==> src/rtl/ptke_pkg.sv <==
`timescale 1ns / 1ps

package ptke_pkg;

   localparam logic CMD_POLL = 1'b0;
   localparam logic CMD_WARP = 1'b1;

   typedef enum logic [1:0] {
      EV_KEY    = 2'd0,
      EV_DRAG   = 2'd1,
      EV_HOVER  = 2'd2,
      EV_BUTTON = 2'd3
   } event_kind_type;

   typedef enum logic [2:0] {
      REG_DEAD_ZONE     = 3'd0,
      REG_TRIGGER       = 3'd1,
      REG_SPEED         = 3'd2,
      REG_MAX_STEP      = 3'd3,
      REG_SCREEN_WIDTH  = 3'd4,
      REG_SCREEN_HEIGHT = 3'd5
   } reg_index_type;

   typedef enum logic [2:0] {
      ST_IDLE,
      ST_MUL_SPEED,
      ST_MUL_TIME,
      ST_MUL_RECIP,
      ST_COMMIT,
      ST_EMIT
   } state_type;

   localparam logic [7:0]  RST_DEAD_ZONE     = 8'd16;
   localparam logic [7:0]  RST_TRIGGER       = 8'd128;
   localparam logic [10:0] RST_SPEED         = 11'd500;
   localparam logic [9:0]  RST_MAX_STEP      = 10'd100;
   localparam logic [10:0] RST_SCREEN_WIDTH  = 11'd640;
   localparam logic [10:0] RST_SCREEN_HEIGHT = 11'd480;

   // Button bit positions.
   localparam int BTN_A     = 0;
   localparam int BTN_B     = 1;
   localparam int BTN_START = 2;
   localparam int BTN_LEFT  = 3;
   localparam int BTN_RIGHT = 4;
   localparam int BTN_UP    = 5;
   localparam int BTN_DOWN  = 6;

   // Listener bit positions.
   localparam int LIS_KEY    = 0;
   localparam int LIS_BUTTON = 1;
   localparam int LIS_DRAG   = 2;
   localparam int LIS_HOVER  = 3;

   // Virtual key indexes.
   localparam int KEY_LEFT   = 0;
   localparam int KEY_RIGHT  = 1;
   localparam int KEY_UP     = 2;
   localparam int KEY_DOWN   = 3;
   localparam int KEY_ENTER  = 4;
   localparam int KEY_ESCAPE = 5;
   localparam int KEY_PAUSE  = 6;
   localparam int NUM_KEYS   = 7;

   // Pending event slots, emitted lowest first.
   localparam int SLOT_MOTION = 0;
   localparam int SLOT_BUTTON = 1;
   localparam int SLOT_KEY0   = 2;
   localparam int NUM_SLOTS   = SLOT_KEY0 + NUM_KEYS;

   // Move scale: pixels = mag * speed * ms / (128 * 1000) = ... / (125 << 10).
   localparam int PROD_WIDTH     = 28;
   localparam int SCALE_SHIFT    = 10;
   localparam int RECIP_DIVISOR  = 125;
   localparam int RECIP_SHIFT    = 37;
   localparam int RECIP_WIDTH    = 31;
   localparam logic [RECIP_WIDTH-1:0] RECIP_MULT = 31'd1099511627;

   typedef struct packed {
      logic [7:0]  dead_zone;
      logic [7:0]  trigger_threshold;
      logic [10:0] pointer_speed;
      logic [9:0]  max_step_ms;
      logic [10:0] screen_width;
      logic [10:0] screen_height;
   } cfg_type;

   typedef struct packed {
      logic capture;
      logic stage_speed;
      logic stage_time;
      logic stage_recip;
      logic commit;
      logic emit;
   } ctrl_cmd_type;

   typedef struct packed {
      logic pending;
      logic last_event;
      logic out_free;
   } ctrl_status_type;

   // Largest pixel index for a screen size; zero acts as one, capped at 1023.
   function automatic logic [9:0] axis_max(input logic [10:0] size);
      logic [10:0] m;
      m = (size == 11'd0) ? 11'd0 : size - 11'd1;
      return (m > 11'd1023) ? 10'd1023 : m[9:0];
   endfunction

endpackage

==> src/rtl/ptke_csr.sv <==
`timescale 1ns / 1ps

module ptke_csr (
   input  logic              clock,
   input  logic              reset,
   input  logic              psel,
   input  logic              penable,
   input  logic              pwrite,
   input  logic [4:0]        paddr,
   input  logic [31:0]       pwdata,
   output logic [31:0]       prdata,
   output logic              pready,
   output ptke_pkg::cfg_type cfg
);

   ptke_pkg::cfg_type cfg_ff;
   ptke_pkg::cfg_type cfg_in;
   logic [2:0]        index;
   logic              write;

   assign index  = paddr[4:2];
   assign write  = psel && penable && pwrite;
   assign pready = 1'b1;
   assign cfg    = cfg_ff;

   always_comb begin
      cfg_in = cfg_ff;
      if (write) begin
         unique case (index)
            ptke_pkg::REG_DEAD_ZONE:     cfg_in.dead_zone         = pwdata[7:0];
            ptke_pkg::REG_TRIGGER:       cfg_in.trigger_threshold = pwdata[7:0];
            ptke_pkg::REG_SPEED:         cfg_in.pointer_speed     = pwdata[10:0];
            ptke_pkg::REG_MAX_STEP:      cfg_in.max_step_ms       = pwdata[9:0];
            ptke_pkg::REG_SCREEN_WIDTH:  cfg_in.screen_width      = pwdata[10:0];
            ptke_pkg::REG_SCREEN_HEIGHT: cfg_in.screen_height     = pwdata[10:0];
            default: ;
         endcase
      end
   end

   always_comb begin
      unique case (index)
         ptke_pkg::REG_DEAD_ZONE:     prdata = {24'd0, cfg_ff.dead_zone};
         ptke_pkg::REG_TRIGGER:       prdata = {24'd0, cfg_ff.trigger_threshold};
         ptke_pkg::REG_SPEED:         prdata = {21'd0, cfg_ff.pointer_speed};
         ptke_pkg::REG_MAX_STEP:      prdata = {22'd0, cfg_ff.max_step_ms};
         ptke_pkg::REG_SCREEN_WIDTH:  prdata = {21'd0, cfg_ff.screen_width};
         ptke_pkg::REG_SCREEN_HEIGHT: prdata = {21'd0, cfg_ff.screen_height};
         default:                     prdata = 32'd0;
      endcase
   end

   always_ff @(posedge clock) begin
      if (reset) begin
         cfg_ff.dead_zone         <= ptke_pkg::RST_DEAD_ZONE;
         cfg_ff.trigger_threshold <= ptke_pkg::RST_TRIGGER;
         cfg_ff.pointer_speed     <= ptke_pkg::RST_SPEED;
         cfg_ff.max_step_ms       <= ptke_pkg::RST_MAX_STEP;
         cfg_ff.screen_width      <= ptke_pkg::RST_SCREEN_WIDTH;
         cfg_ff.screen_height     <= ptke_pkg::RST_SCREEN_HEIGHT;
      end else begin
         cfg_ff <= cfg_in;
      end
   end

endmodule

==> src/rtl/ptke_axis.sv <==
`timescale 1ns / 1ps

module ptke_axis #(
   parameter int FRAC_BITS = 8
) (
   input  logic                   clock,
   input  ptke_pkg::ctrl_cmd_type cmd,
   input  logic [7:0]             mag,
   input  logic                   negative,
   input  logic [10:0]            speed,
   input  logic [9:0]             dt,
   input  logic [9+FRAC_BITS:0]   pos,
   input  logic [9+FRAC_BITS:0]   limit,
   output logic [9+FRAC_BITS:0]   next_pos
);

   localparam int PSW = 10 + FRAC_BITS;
   localparam int PW  = ptke_pkg::PROD_WIDTH;
   localparam int NW  = PW + FRAC_BITS - ptke_pkg::SCALE_SHIFT;
   localparam int RW  = ptke_pkg::RECIP_WIDTH;
   localparam int QW  = NW + RW - ptke_pkg::RECIP_SHIFT;
   localparam int SW  = QW + 2;

   logic [18:0]         speed_prod_ff;
   logic [PW-1:0]       time_prod_ff;
   logic [NW+RW-1:0]    recip_prod_ff;
   logic [28:0]         time_full;
   logic [PW+FRAC_BITS-1:0] scaled;
   logic [NW-1:0]       num;
   logic [NW+RW-1:0]    recip_full;
   logic [QW-1:0]       quot_est;
   logic [NW-1:0]       back;
   logic [NW-1:0]       rem;
   logic                corr;
   logic [QW-1:0]       delta;
   logic signed [SW-1:0] pos_s;
   logic signed [SW-1:0] delta_s;
   logic signed [SW-1:0] limit_s;
   logic signed [SW-1:0] sum_s;

   assign time_full  = {10'd0, speed_prod_ff} * {19'd0, dt};
   assign scaled     = {time_prod_ff, {FRAC_BITS{1'b0}}};
   assign num        = scaled[PW+FRAC_BITS-1:ptke_pkg::SCALE_SHIFT];
   assign recip_full = (NW+RW)'(num) * (NW+RW)'(ptke_pkg::RECIP_MULT);

   // Reciprocal estimate is low by at most one; fix with one compare.
   assign quot_est = recip_prod_ff[NW+RW-1:ptke_pkg::RECIP_SHIFT];
   assign back     = NW'(quot_est) * NW'(ptke_pkg::RECIP_DIVISOR);
   assign rem      = num - back;
   assign corr     = rem >= NW'(ptke_pkg::RECIP_DIVISOR);
   assign delta    = quot_est + {{(QW-1){1'b0}}, corr};

   assign pos_s   = signed'(SW'(pos));
   assign delta_s = signed'(SW'(delta));
   assign limit_s = signed'(SW'(limit));
   assign sum_s   = negative ? pos_s - delta_s : pos_s + delta_s;

   always_comb begin
      if (sum_s < 0) begin
         next_pos = '0;
      end else if (sum_s > limit_s) begin
         next_pos = limit;
      end else begin
         next_pos = sum_s[PSW-1:0];
      end
   end

   always_ff @(posedge clock) begin
      if (cmd.stage_speed) begin
         speed_prod_ff <= {11'd0, mag} * {8'd0, speed};
      end
      if (cmd.stage_time) begin
         time_prod_ff <= time_full[PW-1:0];
      end
      if (cmd.stage_recip) begin
         recip_prod_ff <= recip_full;
      end
   end

endmodule

==> src/rtl/ptke_dp.sv <==
`timescale 1ns / 1ps

module ptke_dp #(
   parameter int FRAC_BITS = 8
) (
   input  logic                      clock,
   input  logic                      reset,
   input  ptke_pkg::cfg_type         cfg,
   input  ptke_pkg::ctrl_cmd_type    cmd,
   output ptke_pkg::ctrl_status_type status,
   input  logic                      req_cmd,
   input  logic                      req_pad_present,
   input  logic [6:0]                req_button_bits,
   input  logic signed [7:0]         req_stick_x,
   input  logic signed [7:0]         req_stick_y,
   input  logic [7:0]                req_left_trigger,
   input  logic [15:0]               req_elapsed_ms,
   input  logic [3:0]                req_listener_bits,
   input  logic [9:0]                req_warp_x,
   input  logic [9:0]                req_warp_y,
   input  logic                      rsp_stall,
   output logic                      rsp_valid,
   output logic [1:0]                rsp_event_kind,
   output logic [2:0]                rsp_key_index,
   output logic                      rsp_released,
   output logic [9:0]                rsp_pointer_column,
   output logic [9:0]                rsp_pointer_row,
   output logic                      rsp_last
);

   localparam int PSW = 10 + FRAC_BITS;
   localparam int NS  = ptke_pkg::NUM_SLOTS;
   localparam int NK  = ptke_pkg::NUM_KEYS;

   logic [PSW-1:0] pointer_x_ff, pointer_x_in;
   logic [PSW-1:0] pointer_y_ff, pointer_y_in;
   logic           button_held_ff, button_held_in;
   logic [NK-1:0]  keys_held_ff, keys_held_in;
   logic [NS-1:0]  mask_ff, mask_in;
   logic           drag_ff;
   logic           button_rel_ff;
   logic           move_ff;
   logic [7:0]     mag_x_ff, mag_y_ff;
   logic           neg_x_ff, neg_y_ff;
   logic [9:0]     dt_ff;
   logic           rsp_valid_ff, rsp_valid_in;
   ptke_pkg::event_kind_type rsp_kind_ff;
   logic [2:0]     rsp_key_ff;
   logic           rsp_rel_ff;
   logic [9:0]     rsp_col_ff;
   logic [9:0]     rsp_row_ff;
   logic           rsp_last_ff;

   logic [6:0]     btn;
   logic [7:0]     trig;
   logic [7:0]     abs_x, abs_y;
   logic           live_x, live_y;
   logic           move;
   logic [9:0]     dt;
   logic [NK-1:0]  keys_now;
   logic           pause;
   logic [NS-1:0]  mask_new;
   logic [PSW-1:0] limit_x, limit_y;
   logic [PSW-1:0] next_x, next_y;
   logic [3:0]     sel;
   logic [2:0]     key_sel;
   logic [NS-1:0]  mask_rest;
   ptke_pkg::event_kind_type ev_kind;
   logic [2:0]     ev_key;
   logic           ev_rel;

   assign btn   = req_pad_present ? req_button_bits : 7'd0;
   assign trig  = req_pad_present ? req_left_trigger : 8'd0;
   assign abs_x = req_stick_x[7] ? (~req_stick_x) + 8'd1 : req_stick_x;
   assign abs_y = req_stick_y[7] ? (~req_stick_y) + 8'd1 : req_stick_y;
   assign live_x = (req_stick_x != 8'sd0) && (abs_x >= cfg.dead_zone);
   assign live_y = (req_stick_y != 8'sd0) && (abs_y >= cfg.dead_zone);
   assign move  = req_pad_present && (|req_listener_bits[3:1]) && (live_x || live_y);
   assign dt    = (req_elapsed_ms < {6'd0, cfg.max_step_ms}) ? req_elapsed_ms[9:0]
                                                               : cfg.max_step_ms;
   assign pause = trig >= cfg.trigger_threshold;

   always_comb begin
      keys_now = '0;
      keys_now[ptke_pkg::KEY_LEFT]   = btn[ptke_pkg::BTN_LEFT];
      keys_now[ptke_pkg::KEY_RIGHT]  = btn[ptke_pkg::BTN_RIGHT];
      keys_now[ptke_pkg::KEY_UP]     = btn[ptke_pkg::BTN_UP];
      keys_now[ptke_pkg::KEY_DOWN]   = btn[ptke_pkg::BTN_DOWN];
      keys_now[ptke_pkg::KEY_ESCAPE] = btn[ptke_pkg::BTN_B];
      keys_now[ptke_pkg::KEY_ENTER]  = btn[ptke_pkg::BTN_START] && !pause;
      keys_now[ptke_pkg::KEY_PAUSE]  = btn[ptke_pkg::BTN_START] && pause;
   end

   always_comb begin
      mask_new = '0;
      mask_new[ptke_pkg::SLOT_MOTION] = move &&
         (button_held_ff ? req_listener_bits[ptke_pkg::LIS_DRAG]
                         : req_listener_bits[ptke_pkg::LIS_HOVER]);
      mask_new[ptke_pkg::SLOT_BUTTON] = (btn[ptke_pkg::BTN_A] != button_held_ff) &&
                                        req_listener_bits[ptke_pkg::LIS_BUTTON];
      mask_new[NS-1:ptke_pkg::SLOT_KEY0] = req_listener_bits[ptke_pkg::LIS_KEY] ?
                                           (keys_now ^ keys_held_ff) : '0;
   end

   assign limit_x = {ptke_pkg::axis_max(cfg.screen_width), {FRAC_BITS{1'b0}}};
   assign limit_y = {ptke_pkg::axis_max(cfg.screen_height), {FRAC_BITS{1'b0}}};

   ptke_axis #(.FRAC_BITS(FRAC_BITS)) u_axis_x (
      .clock    (clock),
      .cmd      (cmd),
      .mag      (mag_x_ff),
      .negative (neg_x_ff),
      .speed    (cfg.pointer_speed),
      .dt       (dt_ff),
      .pos      (pointer_x_ff),
      .limit    (limit_x),
      .next_pos (next_x)
   );

   ptke_axis #(.FRAC_BITS(FRAC_BITS)) u_axis_y (
      .clock    (clock),
      .cmd      (cmd),
      .mag      (mag_y_ff),
      .negative (neg_y_ff),
      .speed    (cfg.pointer_speed),
      .dt       (dt_ff),
      .pos      (pointer_y_ff),
      .limit    (limit_y),
      .next_pos (next_y)
   );

   // Pick the lowest pending slot.
   always_comb begin
      sel = 4'(NS - 1);
      for (int i = NS - 1; i >= 0; i--) begin
         if (mask_ff[i]) begin
            sel = 4'(i);
         end
      end
   end

   assign key_sel   = 3'(sel - 4'(ptke_pkg::SLOT_KEY0));
   assign mask_rest = mask_ff & (mask_ff - NS'(1));

   always_comb begin
      ev_key  = 3'd0;
      ev_rel  = 1'b0;
      ev_kind = ptke_pkg::EV_KEY;
      if (sel == 4'(ptke_pkg::SLOT_MOTION)) begin
         ev_kind = drag_ff ? ptke_pkg::EV_DRAG : ptke_pkg::EV_HOVER;
      end else if (sel == 4'(ptke_pkg::SLOT_BUTTON)) begin
         ev_kind = ptke_pkg::EV_BUTTON;
         ev_rel  = button_rel_ff;
      end else begin
         ev_key  = key_sel;
         ev_rel  = !keys_held_ff[key_sel];
      end
   end

   always_comb begin
      pointer_x_in   = pointer_x_ff;
      pointer_y_in   = pointer_y_ff;
      button_held_in = button_held_ff;
      keys_held_in   = keys_held_ff;
      mask_in        = mask_ff;
      if (cmd.capture) begin
         if (req_cmd == ptke_pkg::CMD_WARP) begin
            pointer_x_in = {req_warp_x, {FRAC_BITS{1'b0}}};
            pointer_y_in = {req_warp_y, {FRAC_BITS{1'b0}}};
         end else begin
            button_held_in = btn[ptke_pkg::BTN_A];
            keys_held_in   = keys_now;
            mask_in        = mask_new;
         end
      end
      if (cmd.commit && move_ff) begin
         pointer_x_in = next_x;
         pointer_y_in = next_y;
      end
      if (cmd.emit) begin
         mask_in = mask_rest;
      end
   end

   always_comb begin
      if (cmd.emit) begin
         rsp_valid_in = 1'b1;
      end else if (!rsp_stall) begin
         rsp_valid_in = 1'b0;
      end else begin
         rsp_valid_in = rsp_valid_ff;
      end
   end

   always_ff @(posedge clock) begin
      if (reset) begin
         pointer_x_ff   <= {ptke_pkg::RST_SCREEN_WIDTH[10:1], {FRAC_BITS{1'b0}}};
         pointer_y_ff   <= {ptke_pkg::RST_SCREEN_HEIGHT[10:1], {FRAC_BITS{1'b0}}};
         button_held_ff <= 1'b0;
         keys_held_ff   <= '0;
         mask_ff        <= '0;
         rsp_valid_ff   <= 1'b0;
      end else begin
         pointer_x_ff   <= pointer_x_in;
         pointer_y_ff   <= pointer_y_in;
         button_held_ff <= button_held_in;
         keys_held_ff   <= keys_held_in;
         mask_ff        <= mask_in;
         rsp_valid_ff   <= rsp_valid_in;
      end
   end

   always_ff @(posedge clock) begin
      if (cmd.capture) begin
         drag_ff       <= button_held_ff;
         button_rel_ff <= !btn[ptke_pkg::BTN_A];
         move_ff       <= move;
         mag_x_ff      <= live_x ? abs_x : 8'd0;
         mag_y_ff      <= live_y ? abs_y : 8'd0;
         neg_x_ff      <= req_stick_x[7];
         neg_y_ff      <= req_stick_y[7];
         dt_ff         <= dt;
      end
      if (cmd.emit) begin
         rsp_kind_ff <= ev_kind;
         rsp_key_ff  <= ev_key;
         rsp_rel_ff  <= ev_rel;
         rsp_col_ff  <= pointer_x_ff[PSW-1:FRAC_BITS];
         rsp_row_ff  <= pointer_y_ff[PSW-1:FRAC_BITS];
         rsp_last_ff <= (mask_rest == '0);
      end
   end

   assign status.pending    = |mask_ff;
   assign status.last_event = (mask_rest == '0);
   assign status.out_free   = !rsp_valid_ff || !rsp_stall;

   assign rsp_valid          = rsp_valid_ff;
   assign rsp_event_kind     = rsp_kind_ff;
   assign rsp_key_index      = rsp_key_ff;
   assign rsp_released       = rsp_rel_ff;
   assign rsp_pointer_column = rsp_col_ff;
   assign rsp_pointer_row    = rsp_row_ff;
   assign rsp_last           = rsp_last_ff;

endmodule

==> src/rtl/ptke_ctrl.sv <==
`timescale 1ns / 1ps

module ptke_ctrl (
   input  logic                      clock,
   input  logic                      reset,
   input  logic                      req_valid,
   input  logic                      req_cmd,
   output logic                      req_stall,
   input  ptke_pkg::ctrl_status_type status,
   output ptke_pkg::ctrl_cmd_type    cmd
);

   ptke_pkg::state_type state_ff, state_in;

   always_comb begin
      state_in = state_ff;
      unique case (state_ff)
         ptke_pkg::ST_IDLE: begin
            if (req_valid && req_cmd == ptke_pkg::CMD_POLL) begin
               state_in = ptke_pkg::ST_MUL_SPEED;
            end
         end
         ptke_pkg::ST_MUL_SPEED: state_in = ptke_pkg::ST_MUL_TIME;
         ptke_pkg::ST_MUL_TIME:  state_in = ptke_pkg::ST_MUL_RECIP;
         ptke_pkg::ST_MUL_RECIP: state_in = ptke_pkg::ST_COMMIT;
         ptke_pkg::ST_COMMIT: begin
            state_in = status.pending ? ptke_pkg::ST_EMIT : ptke_pkg::ST_IDLE;
         end
         ptke_pkg::ST_EMIT: begin
            if (status.out_free && status.last_event) begin
               state_in = ptke_pkg::ST_IDLE;
            end
         end
         default: state_in = ptke_pkg::ST_IDLE;
      endcase
   end

   always_comb begin
      cmd       = '0;
      req_stall = 1'b1;
      unique case (state_ff)
         ptke_pkg::ST_IDLE: begin
            req_stall   = 1'b0;
            cmd.capture = req_valid;
         end
         ptke_pkg::ST_MUL_SPEED: cmd.stage_speed = 1'b1;
         ptke_pkg::ST_MUL_TIME:  cmd.stage_time  = 1'b1;
         ptke_pkg::ST_MUL_RECIP: cmd.stage_recip = 1'b1;
         ptke_pkg::ST_COMMIT:    cmd.commit      = 1'b1;
         ptke_pkg::ST_EMIT:      cmd.emit        = status.out_free && status.pending;
         default: ;
      endcase
   end

   always_ff @(posedge clock) begin
      if (reset) begin
         state_ff <= ptke_pkg::ST_IDLE;
      end else begin
         state_ff <= state_in;
      end
   end

endmodule

==> src/rtl/pad_to_pointer_and_key_events_top.sv <==
// Warp item: taken while idle, the next item may follow at once, no transfer out.
// Poll item: after acceptance it passes the speed, time and reciprocal multiply stages
// and the pointer commit; each pending event is then loaded into the output register
// whenever the result side does not stall, and the next item is taken once the last
// event is loaded (at once after the commit when there are none).
// Synchronous reset: registers to defaults, pointer to screen center, states cleared.
`timescale 1ns / 1ps

module pad_to_pointer_and_key_events_top #(
   parameter int POINTER_FRAC_BITS = 8
) (
   input  logic              clock,
   input  logic              reset,
   input  logic              req_valid,
   output logic              req_stall,
   input  logic              req_cmd,
   input  logic              req_pad_present,
   input  logic [6:0]        req_button_bits,
   input  logic signed [7:0] req_stick_x,
   input  logic signed [7:0] req_stick_y,
   input  logic [7:0]        req_left_trigger,
   input  logic [15:0]       req_elapsed_ms,
   input  logic [3:0]        req_listener_bits,
   input  logic [9:0]        req_warp_x,
   input  logic [9:0]        req_warp_y,
   output logic              rsp_valid,
   input  logic              rsp_stall,
   output logic [1:0]        rsp_event_kind,
   output logic [2:0]        rsp_key_index,
   output logic              rsp_released,
   output logic [9:0]        rsp_pointer_column,
   output logic [9:0]        rsp_pointer_row,
   output logic              rsp_last,
   input  logic              psel,
   input  logic              penable,
   input  logic              pwrite,
   input  logic [4:0]        paddr,
   input  logic [31:0]       pwdata,
   output logic [31:0]       prdata,
   output logic              pready
);

   ptke_pkg::cfg_type         cfg;
   ptke_pkg::ctrl_cmd_type    cmd;
   ptke_pkg::ctrl_status_type status;

   ptke_csr u_csr (
      .clock   (clock),
      .reset   (reset),
      .psel    (psel),
      .penable (penable),
      .pwrite  (pwrite),
      .paddr   (paddr),
      .pwdata  (pwdata),
      .prdata  (prdata),
      .pready  (pready),
      .cfg     (cfg)
   );

   ptke_ctrl u_ctrl (
      .clock     (clock),
      .reset     (reset),
      .req_valid (req_valid),
      .req_cmd   (req_cmd),
      .req_stall (req_stall),
      .status    (status),
      .cmd       (cmd)
   );

   ptke_dp #(.FRAC_BITS(POINTER_FRAC_BITS)) u_dp (
      .clock              (clock),
      .reset              (reset),
      .cfg                (cfg),
      .cmd                (cmd),
      .status             (status),
      .req_cmd            (req_cmd),
      .req_pad_present    (req_pad_present),
      .req_button_bits    (req_button_bits),
      .req_stick_x        (req_stick_x),
      .req_stick_y        (req_stick_y),
      .req_left_trigger   (req_left_trigger),
      .req_elapsed_ms     (req_elapsed_ms),
      .req_listener_bits  (req_listener_bits),
      .req_warp_x         (req_warp_x),
      .req_warp_y         (req_warp_y),
      .rsp_stall          (rsp_stall),
      .rsp_valid          (rsp_valid),
      .rsp_event_kind     (rsp_event_kind),
      .rsp_key_index      (rsp_key_index),
      .rsp_released       (rsp_released),
      .rsp_pointer_column (rsp_pointer_column),
      .rsp_pointer_row    (rsp_pointer_row),
      .rsp_last           (rsp_last)
   );

endmodule

==> config.mk <==
export PLATFORM = sky130hd
export DESIGN_NAME = pad_to_pointer_and_key_events_top
export DESIGN_NICKNAME = d
export VERILOG_FILES = /design/src/rtl/ptke_pkg.sv /design/src/rtl/ptke_csr.sv /design/src/rtl/ptke_axis.sv /design/src/rtl/ptke_dp.sv /design/src/rtl/ptke_ctrl.sv /design/src/rtl/pad_to_pointer_and_key_events_top.sv
export SDC_FILE = /design/constraint.sdc
export NUM_CORES = 2
export LEC_CHECK = 0
export BUFFER_PORTS_ARGS = -buffer_cell sky130_fd_sc_hd__buf_2
export CORE_MARGIN = 1
export CORE_UTILIZATION = 45
export CTS_CLUSTER_SIZE = 25
export DETAILED_ROUTE_END_ITERATION = 6
export SYNTH_ARGS = -nofsm -noshare
export SYNTH_HDL_FRONTEND = slang
export SYNTH_SLANG_ARGS = --single-unit
==> constraint.sdc <==
create_clock -name clock -period 13.35 [get_ports clock]
set_input_delay 2.0025 -clock clock [delete_from_list [all_inputs] [get_ports clock]]
set_output_delay 2.0025 -clock clock [all_outputs]
set_load 0.03 [all_outputs]
Word-level counts from Yosys, hierarchy flattened

Index checks and enable logic that the tools add are counted.

Multiply operators: 8
Reductions and logical operators: 45
Bitwise gates (word level): 5
$add $sub $neg: 14
Multiplexer cells: 54
Order comparisons: 13
Eq/ne operators: 16

Operator list:

| cell                                                                                  | count |
|---|---|
| 18-bit 2-to-1 mux                                                                     | 10 |
| 26-bit by 31-bit multiplier with 57-bit output (second input constant)                | 2 |
| 11-bit case mux with 6 select lines                                                   | 1 |
| 19-bit by 10-bit multiplier with 28-bit output                                        | 2 |
| 26-bit by 7-bit greater-or-equal comparator with 1-bit output (second input constant) | 2 |
| 20-bit by 7-bit multiplier with 26-bit output (second input constant)                 | 2 |
| 26-bit subtractor                                                                     | 2 |
| 22-bit by 19-bit > comparator with 1-bit output                                       | 2 |
| 22-bit by 1-bit less-than comparator with 1-bit output (second input constant)        | 2 |
| 22-bit 2-to-1 mux                                                                     | 2 |
| 18-bit by 20-bit adder with 21-bit output                                             | 2 |
| 18-bit by 20-bit subtractor with 21-bit output                                        | 2 |
| 20-bit by 1-bit adder with 20-bit output                                              | 2 |
| 8-bit by 11-bit multiplier with 19-bit output                                         | 2 |
| 4-bit 2-to-1 mux                                                                      | 8 |
| 10-bit 2-to-1 mux                                                                     | 3 |
| 9-bit 2-to-1 mux                                                                      | 3 |
| 8-bit greater-or-equal comparator                                                     | 3 |
| 8-bit 2-to-1 mux                                                                      | 3 |
| 11-bit by 10-bit > comparator with 1-bit output (second input constant)               | 2 |
| 11-bit logical NOT                                                                    | 2 |
| 11-bit 2-to-1 mux                                                                     | 2 |
| 11-bit by 1-bit subtractor with 11-bit output (second input constant)                 | 2 |
| 2-bit AND reduction                                                                   | 10 |
| 32 further kinds                                                                      | 82 |

Bits of input ports: 117
Output and inout bits: 62
Flip-flop bits (word level): 382

Logic depth before layout (Yosys ltp)

Word-level depth: 13
Gate-level depth with buffers: 49

Modules after synthesis

From an unflattened synthesis, not the netlist that was laid out.

Cell total of the unflattened synthesis: 7134
Area, all modules: 67511.0 sq um

Modules (own cells, without submodules):

| module                    | area an instance (sq um) | cells each | seq. area each (sq um) | times used |
|---|---|---|---|---|
| ptke_axis (u_dp.u_axis_y) | 29236.8                  | 3082       | 1951.9                 | 1 |
| ptke_axis (u_dp.u_axis_x) | 28866.4                  | 3021       | 1951.9                 | 1 |
| ptke_dp                   | 6174.7                   | 668        | 2822.7                 | 1 |
| ptke_csr                  | 3050.4                   | 339        | 1181.1                 | 1 |
| ptke_ctrl                 | 182.7                    | 24         | 60.1                   | 1 |

Worst setup path before layout

OpenSTA, ideal clock, no wires.

Kind: reg-to-reg
From: register u_dp.u_axis_x.recip_prod_ff[37]
To: register u_dp.pointer_x_ff[13]
Path slack: 2781 ps
Required time: 13218 ps
Arrival time: 10437 ps
Stages on the path, launching flop included: 42
Period minus slack after synthesis: 10569 ps
Path buffers: 1
Cells stage by stage: edfxtp_1 > fa_1 > inv_1 > fa_1 > fa_1 > inv_1 > fa_1 > inv_1 > ha_1 > o21a_1 > o21ai_0 > a21oi_1 > o21ai_0 > a211oi_1 > o31ai_1 > a21boi_0 > or4_1 > a21oi_1 > [... 6 more ...] > or3b_1 > o221a_2 > a31o_2 > o41ai_4 > a2111oi_1 > o31a_1 > xnor2_1 > a21oi_1 > ha_1 > nand4_1 > or4_1 > or4b_2 > o41ai_1 > nand4b_1 > buf_6 > mux2_4 > a221oi_2 > nor3_1

Cells in the longest elaborated chain, start to end: 10
Elaborated cells between the ends (all ways): 12
Classes of those cells: 4 x add/sub; 1 x mul; 3 x order compare; 4 x mux

RTL lines:

| what                                                                                                        | RTL line        | source |
|---|---|---|
| start, declared                                                                                             | ptke_axis.sv:26 | `logic [NW+RW-1:0] recip_prod_ff;` |
| start signal, assigned                                                                                      | ptke_axis.sv:76 | `recip_prod_ff <= recip_full;` |
| 20-bit by 7-bit multiplier with 26-bit output                                                               | ptke_axis.sv:48 | `assign back = NW'(quot_est) * NW'(ptke_pkg::RECIP_DIVISOR);` |
| 26-bit subtractor                                                                                           | ptke_axis.sv:49 | `assign rem = num - back;` |
| 26-bit by 7-bit greater-or-equal comparator with 1-bit output                                               | ptke_axis.sv:50 | `assign corr = rem >= NW'(ptke_pkg::RECIP_DIVISOR);` |
| 20-bit by 1-bit adder with 20-bit output (*)                                                                | ptke_axis.sv:51 | `assign delta = quot_est + {{(QW-1){1'b0}}, corr};` |
| 18-bit by 20-bit adder with 21-bit output or 18-bit by 20-bit subtractor with 21-bit output (tied branches) | ptke_axis.sv:56 | `assign sum_s = negative ? pos_s - delta_s : pos_s + delta_s;` |
| 22-bit 2-to-1 mux (*)                                                                                       | ptke_axis.sv:56 |  |
| 22-bit by 19-bit > comparator with 1-bit output                                                             | ptke_axis.sv:61 | `end else if (sum_s > limit_s) begin` |
| 18-bit 2-to-1 mux                                                                                           | ptke_axis.sv:61 |  |
| 18-bit 2-to-1 mux (*)                                                                                       | ptke_axis.sv:59 | `if (sum_s < 0) begin` |
| 18-bit 2-to-1 mux (*)                                                                                       | ptke_dp.sv:176  | `if (cmd.commit && move_ff) begin` |
| end signal, assigned                                                                                        | ptke_dp.sv:197  | `pointer_x_ff <= {ptke_pkg::RST_SCREEN_WIDTH[10:1], {FRAC_BITS{1'b0}}};` |
| end signal, assigned                                                                                        | ptke_dp.sv:204  | `pointer_x_ff <= pointer_x_in;` |
| end, declared                                                                                               | ptke_dp.sv:35   | `logic [PSW-1:0] pointer_x_ff, pointer_x_in;` |

Mark *: on every way between the ends. The rest lies on a longest branch, timed or not.
A chain may end at the register's enable or synchronous reset.

Final worst setup path

From: register u_dp.u_axis_y.recip_prod_ff[37]
To: register u_dp.pointer_y_ff[16]

Cells in the longest elaborated chain, start to end: 10
Elaborated cells between the ends (all ways): 12
Classes of those cells: 4 x add/sub; 1 x mul; 3 x order compare; 4 x mux

RTL lines:

| what                                                                                                        | RTL line        | source |
|---|---|---|
| start, declared                                                                                             | ptke_axis.sv:26 |  |
| start signal, assigned                                                                                      | ptke_axis.sv:76 |  |
| 20-bit by 7-bit multiplier with 26-bit output                                                               | ptke_axis.sv:48 |  |
| 26-bit subtractor                                                                                           | ptke_axis.sv:49 |  |
| 26-bit by 7-bit greater-or-equal comparator with 1-bit output                                               | ptke_axis.sv:50 |  |
| 20-bit by 1-bit adder with 20-bit output (*)                                                                | ptke_axis.sv:51 |  |
| 18-bit by 20-bit adder with 21-bit output or 18-bit by 20-bit subtractor with 21-bit output (tied branches) | ptke_axis.sv:56 |  |
| 22-bit 2-to-1 mux (*)                                                                                       | ptke_axis.sv:56 |  |
| 22-bit by 19-bit > comparator with 1-bit output                                                             | ptke_axis.sv:61 |  |
| 18-bit 2-to-1 mux                                                                                           | ptke_axis.sv:61 |  |
| 18-bit 2-to-1 mux (*)                                                                                       | ptke_axis.sv:59 |  |
| 18-bit 2-to-1 mux (*)                                                                                       | ptke_dp.sv:176  |  |
| end signal, assigned                                                                                        | ptke_dp.sv:198  | `pointer_y_ff <= {ptke_pkg::RST_SCREEN_HEIGHT[10:1], {FRAC_BITS{1'b0}}};` |
| end signal, assigned                                                                                        | ptke_dp.sv:205  | `pointer_y_ff <= pointer_y_in;` |
| end, declared                                                                                               | ptke_dp.sv:36   | `logic [PSW-1:0] pointer_y_ff, pointer_y_in;` |

Marks and branches as above.

==> metrics.md <==
| Metric | Value |
|---|---|
| Status | finished, final reports clean |
| CP required | 13.84 ns |
| Slew @ Worst Pin | about 1.3 ns |
| Worst path max stage delay | about 0.77 ns |
| CTS Hold Bufs | 0 |
| Post-Syn Instances | 7026 |
| Critical path class | register to register |
| R2R cell count | 41 |
| DRC | 0 |
| Hold Path Origin | u_csr.cfg[12]$_SDFFE_PP0P_ |
| Syn. warnings | 0 |
| WL/cell | 18.63 um |
| Yosys top cell by area | fa_1 |
| Final HPWL DP | 141000 um |
| Slew Viols, Final | 0 |
| Largest cells by area after synthesis | fa_1, ha_1, inv_1, edfxtp_1, dfxtp_1 |
| Placed Cells | 8969 |
| Finished Cell Area | 0.07080 sq mm |
| Clock skew | 0.03328 ns |
| GRT overflow | 0 |
| Reg-to-Reg End | u_dp.pointer_y_ff[16]$_SDFFE_PP0P_ |
| Starting density of the core | 45.50% |
| Hold endpoint | u_csr.cfg[12]$_SDFFE_PP0P_ |
| Total number of vias | 47376 |
| Worst skew pair latency | 0.62 ns |
| Seq cells post-synth | around 300 |
| Fillers | 13755 |
| Worst-path clk slew | approximately 0.06 ns |
| Area growth, synth to finish | 6.393% |
| FFs w/ async S/R, synth | 0% |
| Largest net degree at the start of global routing | 68 |
| Row count | 140 |
| Final WL | 168500 um |
| Syn Area/Cell | about 9.5 sq um |
| Final estimated routing congestion in global placement | approximately 0.9 |
| Clock buffer depth | 3 |
| Critical R2R Launch | u_dp.u_axis_y.recip_prod_ff[37]$_DFFE_PP_ |
| Max Cap Viol | 0 |
| Slew HR | 12.28% |
| TritonCTS Buffers | 40 |
| DR pass1 iterations | 5 |
| Clock Sinks | 304 |
| Die Y | 386.5 um |
| Final net count | 9402 |
| H-tree depth | 2 |
| IO Pins | around 180 |
| RSZ-0062 raised after global routing | false |
| Layout Cells excl Fill | 9044 |
| CP Capture Type | register |
| Post-synth EDFFs | 188 |
| R2R Setup Slk | 0.77 ns |
| Worst-path fanout max | 14 |
| Yosys top cell area share | 32.49% |
| Type of the worst min-delay path | register to register |
| Ratio of cells with drive above 1 in the final layout | 4.631% |
| Slowest CP cell | a2111oi_0 |
| Final hold vios | 0 |
| Quantity of I/O buffers inserted on ports | 133 |
| Final min period | 12.58 ns |
| TNS Setup | 0 ns |
| CTS tree | built |
| DR vias/cell | between 5 and 6 |
| CORE AREA | 0.1463 sq mm |
| Clock root buffer | clkbuf_16 |
| Vias in the first global route | 49851 |
| Mapped cell area | between 0.06 and 0.07 sq mm |
| Die area | 0.1494 sq mm |
| Antenna Nets Post-Route | 0 |
| FMAX | 79.47 MHz |
| Gr usage total | 23.24% |
| Initial antenna violation count | 3 |
| Global-route wire length before repair | ~280000 um |
| Die X | 386.5 um |
| Netlist cell types | between 80 and 90 |
| Worst Path Arrival | 13.07 ns |
| Setup violators final | 0 |
| DRT iter0 DRCs | about 2900 |
| Final period utilization | between 90% and 100% |
| Synth Flop Type | edfxtp_1 |
| Seq/Total Area, Yosys | 11.97% |
| Placed cell areas | 0.06940 sq mm |
| CP startpoint kind | register |
| Crit path top cell by count | ha_1 |
| WHS Path Cells | 2 |
==> registers in the layout, indices dropped and copies added (netlist names), 18 cells and up <==
| register | cells |
|---|---|
| u_csr.cfg | 59 |
| u_dp.u_axis_x.time_prod_ff | 26 |
| u_dp.u_axis_y.time_prod_ff | 26 |
| u_dp.u_axis_x.recip_prod_ff | 20 |
| u_dp.u_axis_y.recip_prod_ff | 20 |
| u_dp.u_axis_x.speed_prod_ff | 19 |
| u_dp.u_axis_y.speed_prod_ff | 19 |
| u_dp.pointer_x_ff | 18 |
| u_dp.pointer_y_ff | 18 |
==> kinds of logic after synthesis <==
| kind of cell | share of synthesized area, % |
|---|---|
| DFF | 11.97 |
| other | 0.01129 |
| AOI/OAI and AO/OA | 8.661 |
| xor gates and xnor gates | 3.343 |
| adders and majority gates | 53.43 |
| buffers and inverters | 10.67 |
| muxes | 1.256 |
| and+or+nand+nor | 10.66 |
==> cells in the final DEF, fill, tap and decap left out, types with 25 or more instances in the layout <==
cell type  count
inv_1       1667
ha_1        1111
fa_1        1080
nand2_1      506
and2_1       282
a21oi_1      272
nor2_1       249
edfxtp_1     188
xnor2_1      187
o21ai_0      132
buf_2        132
a21o_1       131
dfxtp_1      116
nand3_1       81
buf_4         70
nor3_1        68
xor2_1        67
mux2i_1       58
nor2b_1       50
nand2b_1      46
clkbuf_16     42
o21a_1        33
a211oi_1      33
a31oi_1       33
and3_1        30
nand4_1       29
o21bai_1      25
==> synth_stat cells, drive strengths merged (67+ instances only) <==
| master | n |
|---|---|
| fa | 1080 |
| xor2 | 67 |
| nand2 | 506 |
| dfxtp | 116 |
| and2 | 285 |
| clkbuf | 168 |
| xnor2 | 187 |
| nor3 | 69 |
| a21oi | 273 |
| o21ai | 133 |
| nand3 | 81 |
| inv | 1667 |
| ha | 1111 |
| edfxtp | 188 |
| a21o | 131 |
| nor2 | 250 |
==> area by class of cell <==
| class | instances | area (sq um) | area share (%) |
|---|---|---|---|
| multi-input combinational | 4878 | 51590 | 72.87 |
| tap | 1917 | 2399 | 3.388 |
| timing repair buffer | 202 | 1186 | 1.675 |
| antenna | 1 | 2.502 | 0.003535 |
| clock buffer | 51 | 1105 | 1.561 |
| sequential | 304 | 7968 | 11.25 |
| inverter | 1668 | 6261 | 8.843 |
| clock inverter | 23 | 285.3 | 0.4029 |
==> through the flow <==
step | setup WS [ns] | hold slack, ns | utilization [%]
6_report | 0.7674 | 0.4720 | 48.40
5_1_grt | 0.03493 | 0.5053 | 48.40
4_1_cts | 0.9004 | 0.4751 | 48.40
3_5_place_dp | 0.9813 | 0.4666 | 47.45
3_3_place_gp | 1.167 | 0.4644 | 47.45
2_1_floorplan | 2.781 | 0.4494 | -
==> critical path, delay by kind of cell, from the launching register on <==
family | cells | cell delay (ns)
DFF | 1 | 0.61
and+or+nand+nor | 11 | 3.03
AOI/OAI and AO/OA | 13 | 4.39
buffers and inverters | 4 | 0.25
adders and majority gates | 9 | 3.40
xor gates and xnor gates | 2 | 0.38
muxes | 2 | 0.39
==> worst max path at each step <==
stage	depth (start not counted)	to	start	slack [ns]
3_3_place_gp	41	u_dp.pointer_x_ff[10]$_SDFFE_PP0P_	u_dp.u_axis_x.recip_prod_ff[37]$_DFFE_PP_	1.17
2_1_floorplan	41	u_dp.pointer_x_ff[13]$_SDFFE_PP0P_	u_dp.u_axis_x.recip_prod_ff[37]$_DFFE_PP_	2.78
6_report	41	u_dp.pointer_y_ff[16]$_SDFFE_PP0P_	u_dp.u_axis_y.recip_prod_ff[37]$_DFFE_PP_	0.77
4_1_cts	41	u_dp.pointer_x_ff[10]$_SDFFE_PP0P_	u_dp.u_axis_x.recip_prod_ff[37]$_DFFE_PP_	0.90
3_5_place_dp	41	u_dp.pointer_x_ff[10]$_SDFFE_PP0P_	u_dp.u_axis_x.recip_prod_ff[49]$_DFFE_PP_	0.98
5_1_grt	42	u_dp.pointer_y_ff[16]$_SDFFE_PP0P_	u_dp.u_axis_y.recip_prod_ff[40]$_DFFE_PP_	0.03
==> what timing repair did <==
item | CTS | global route
buffers inserted | 0 | 0
resized for setup | 0 | 1
setup endpoints to repair | 0 | 1
==> per-layer routing <==
metal  share of wire, %  up-vias  GRT usage [%]  wire length, um
met5              0.014        -              0               23
met4                2.3        4          5.310             3848
met1                 46    23883          32.33            77580
met3                4.2      171          1.743             7041
met2                 47     1005          39.35            79980
li1                   -    22313              -                -
Power is not shown: default switching activity piles up to over one toggle a cycle in this logic, so the estimate is an artifact.
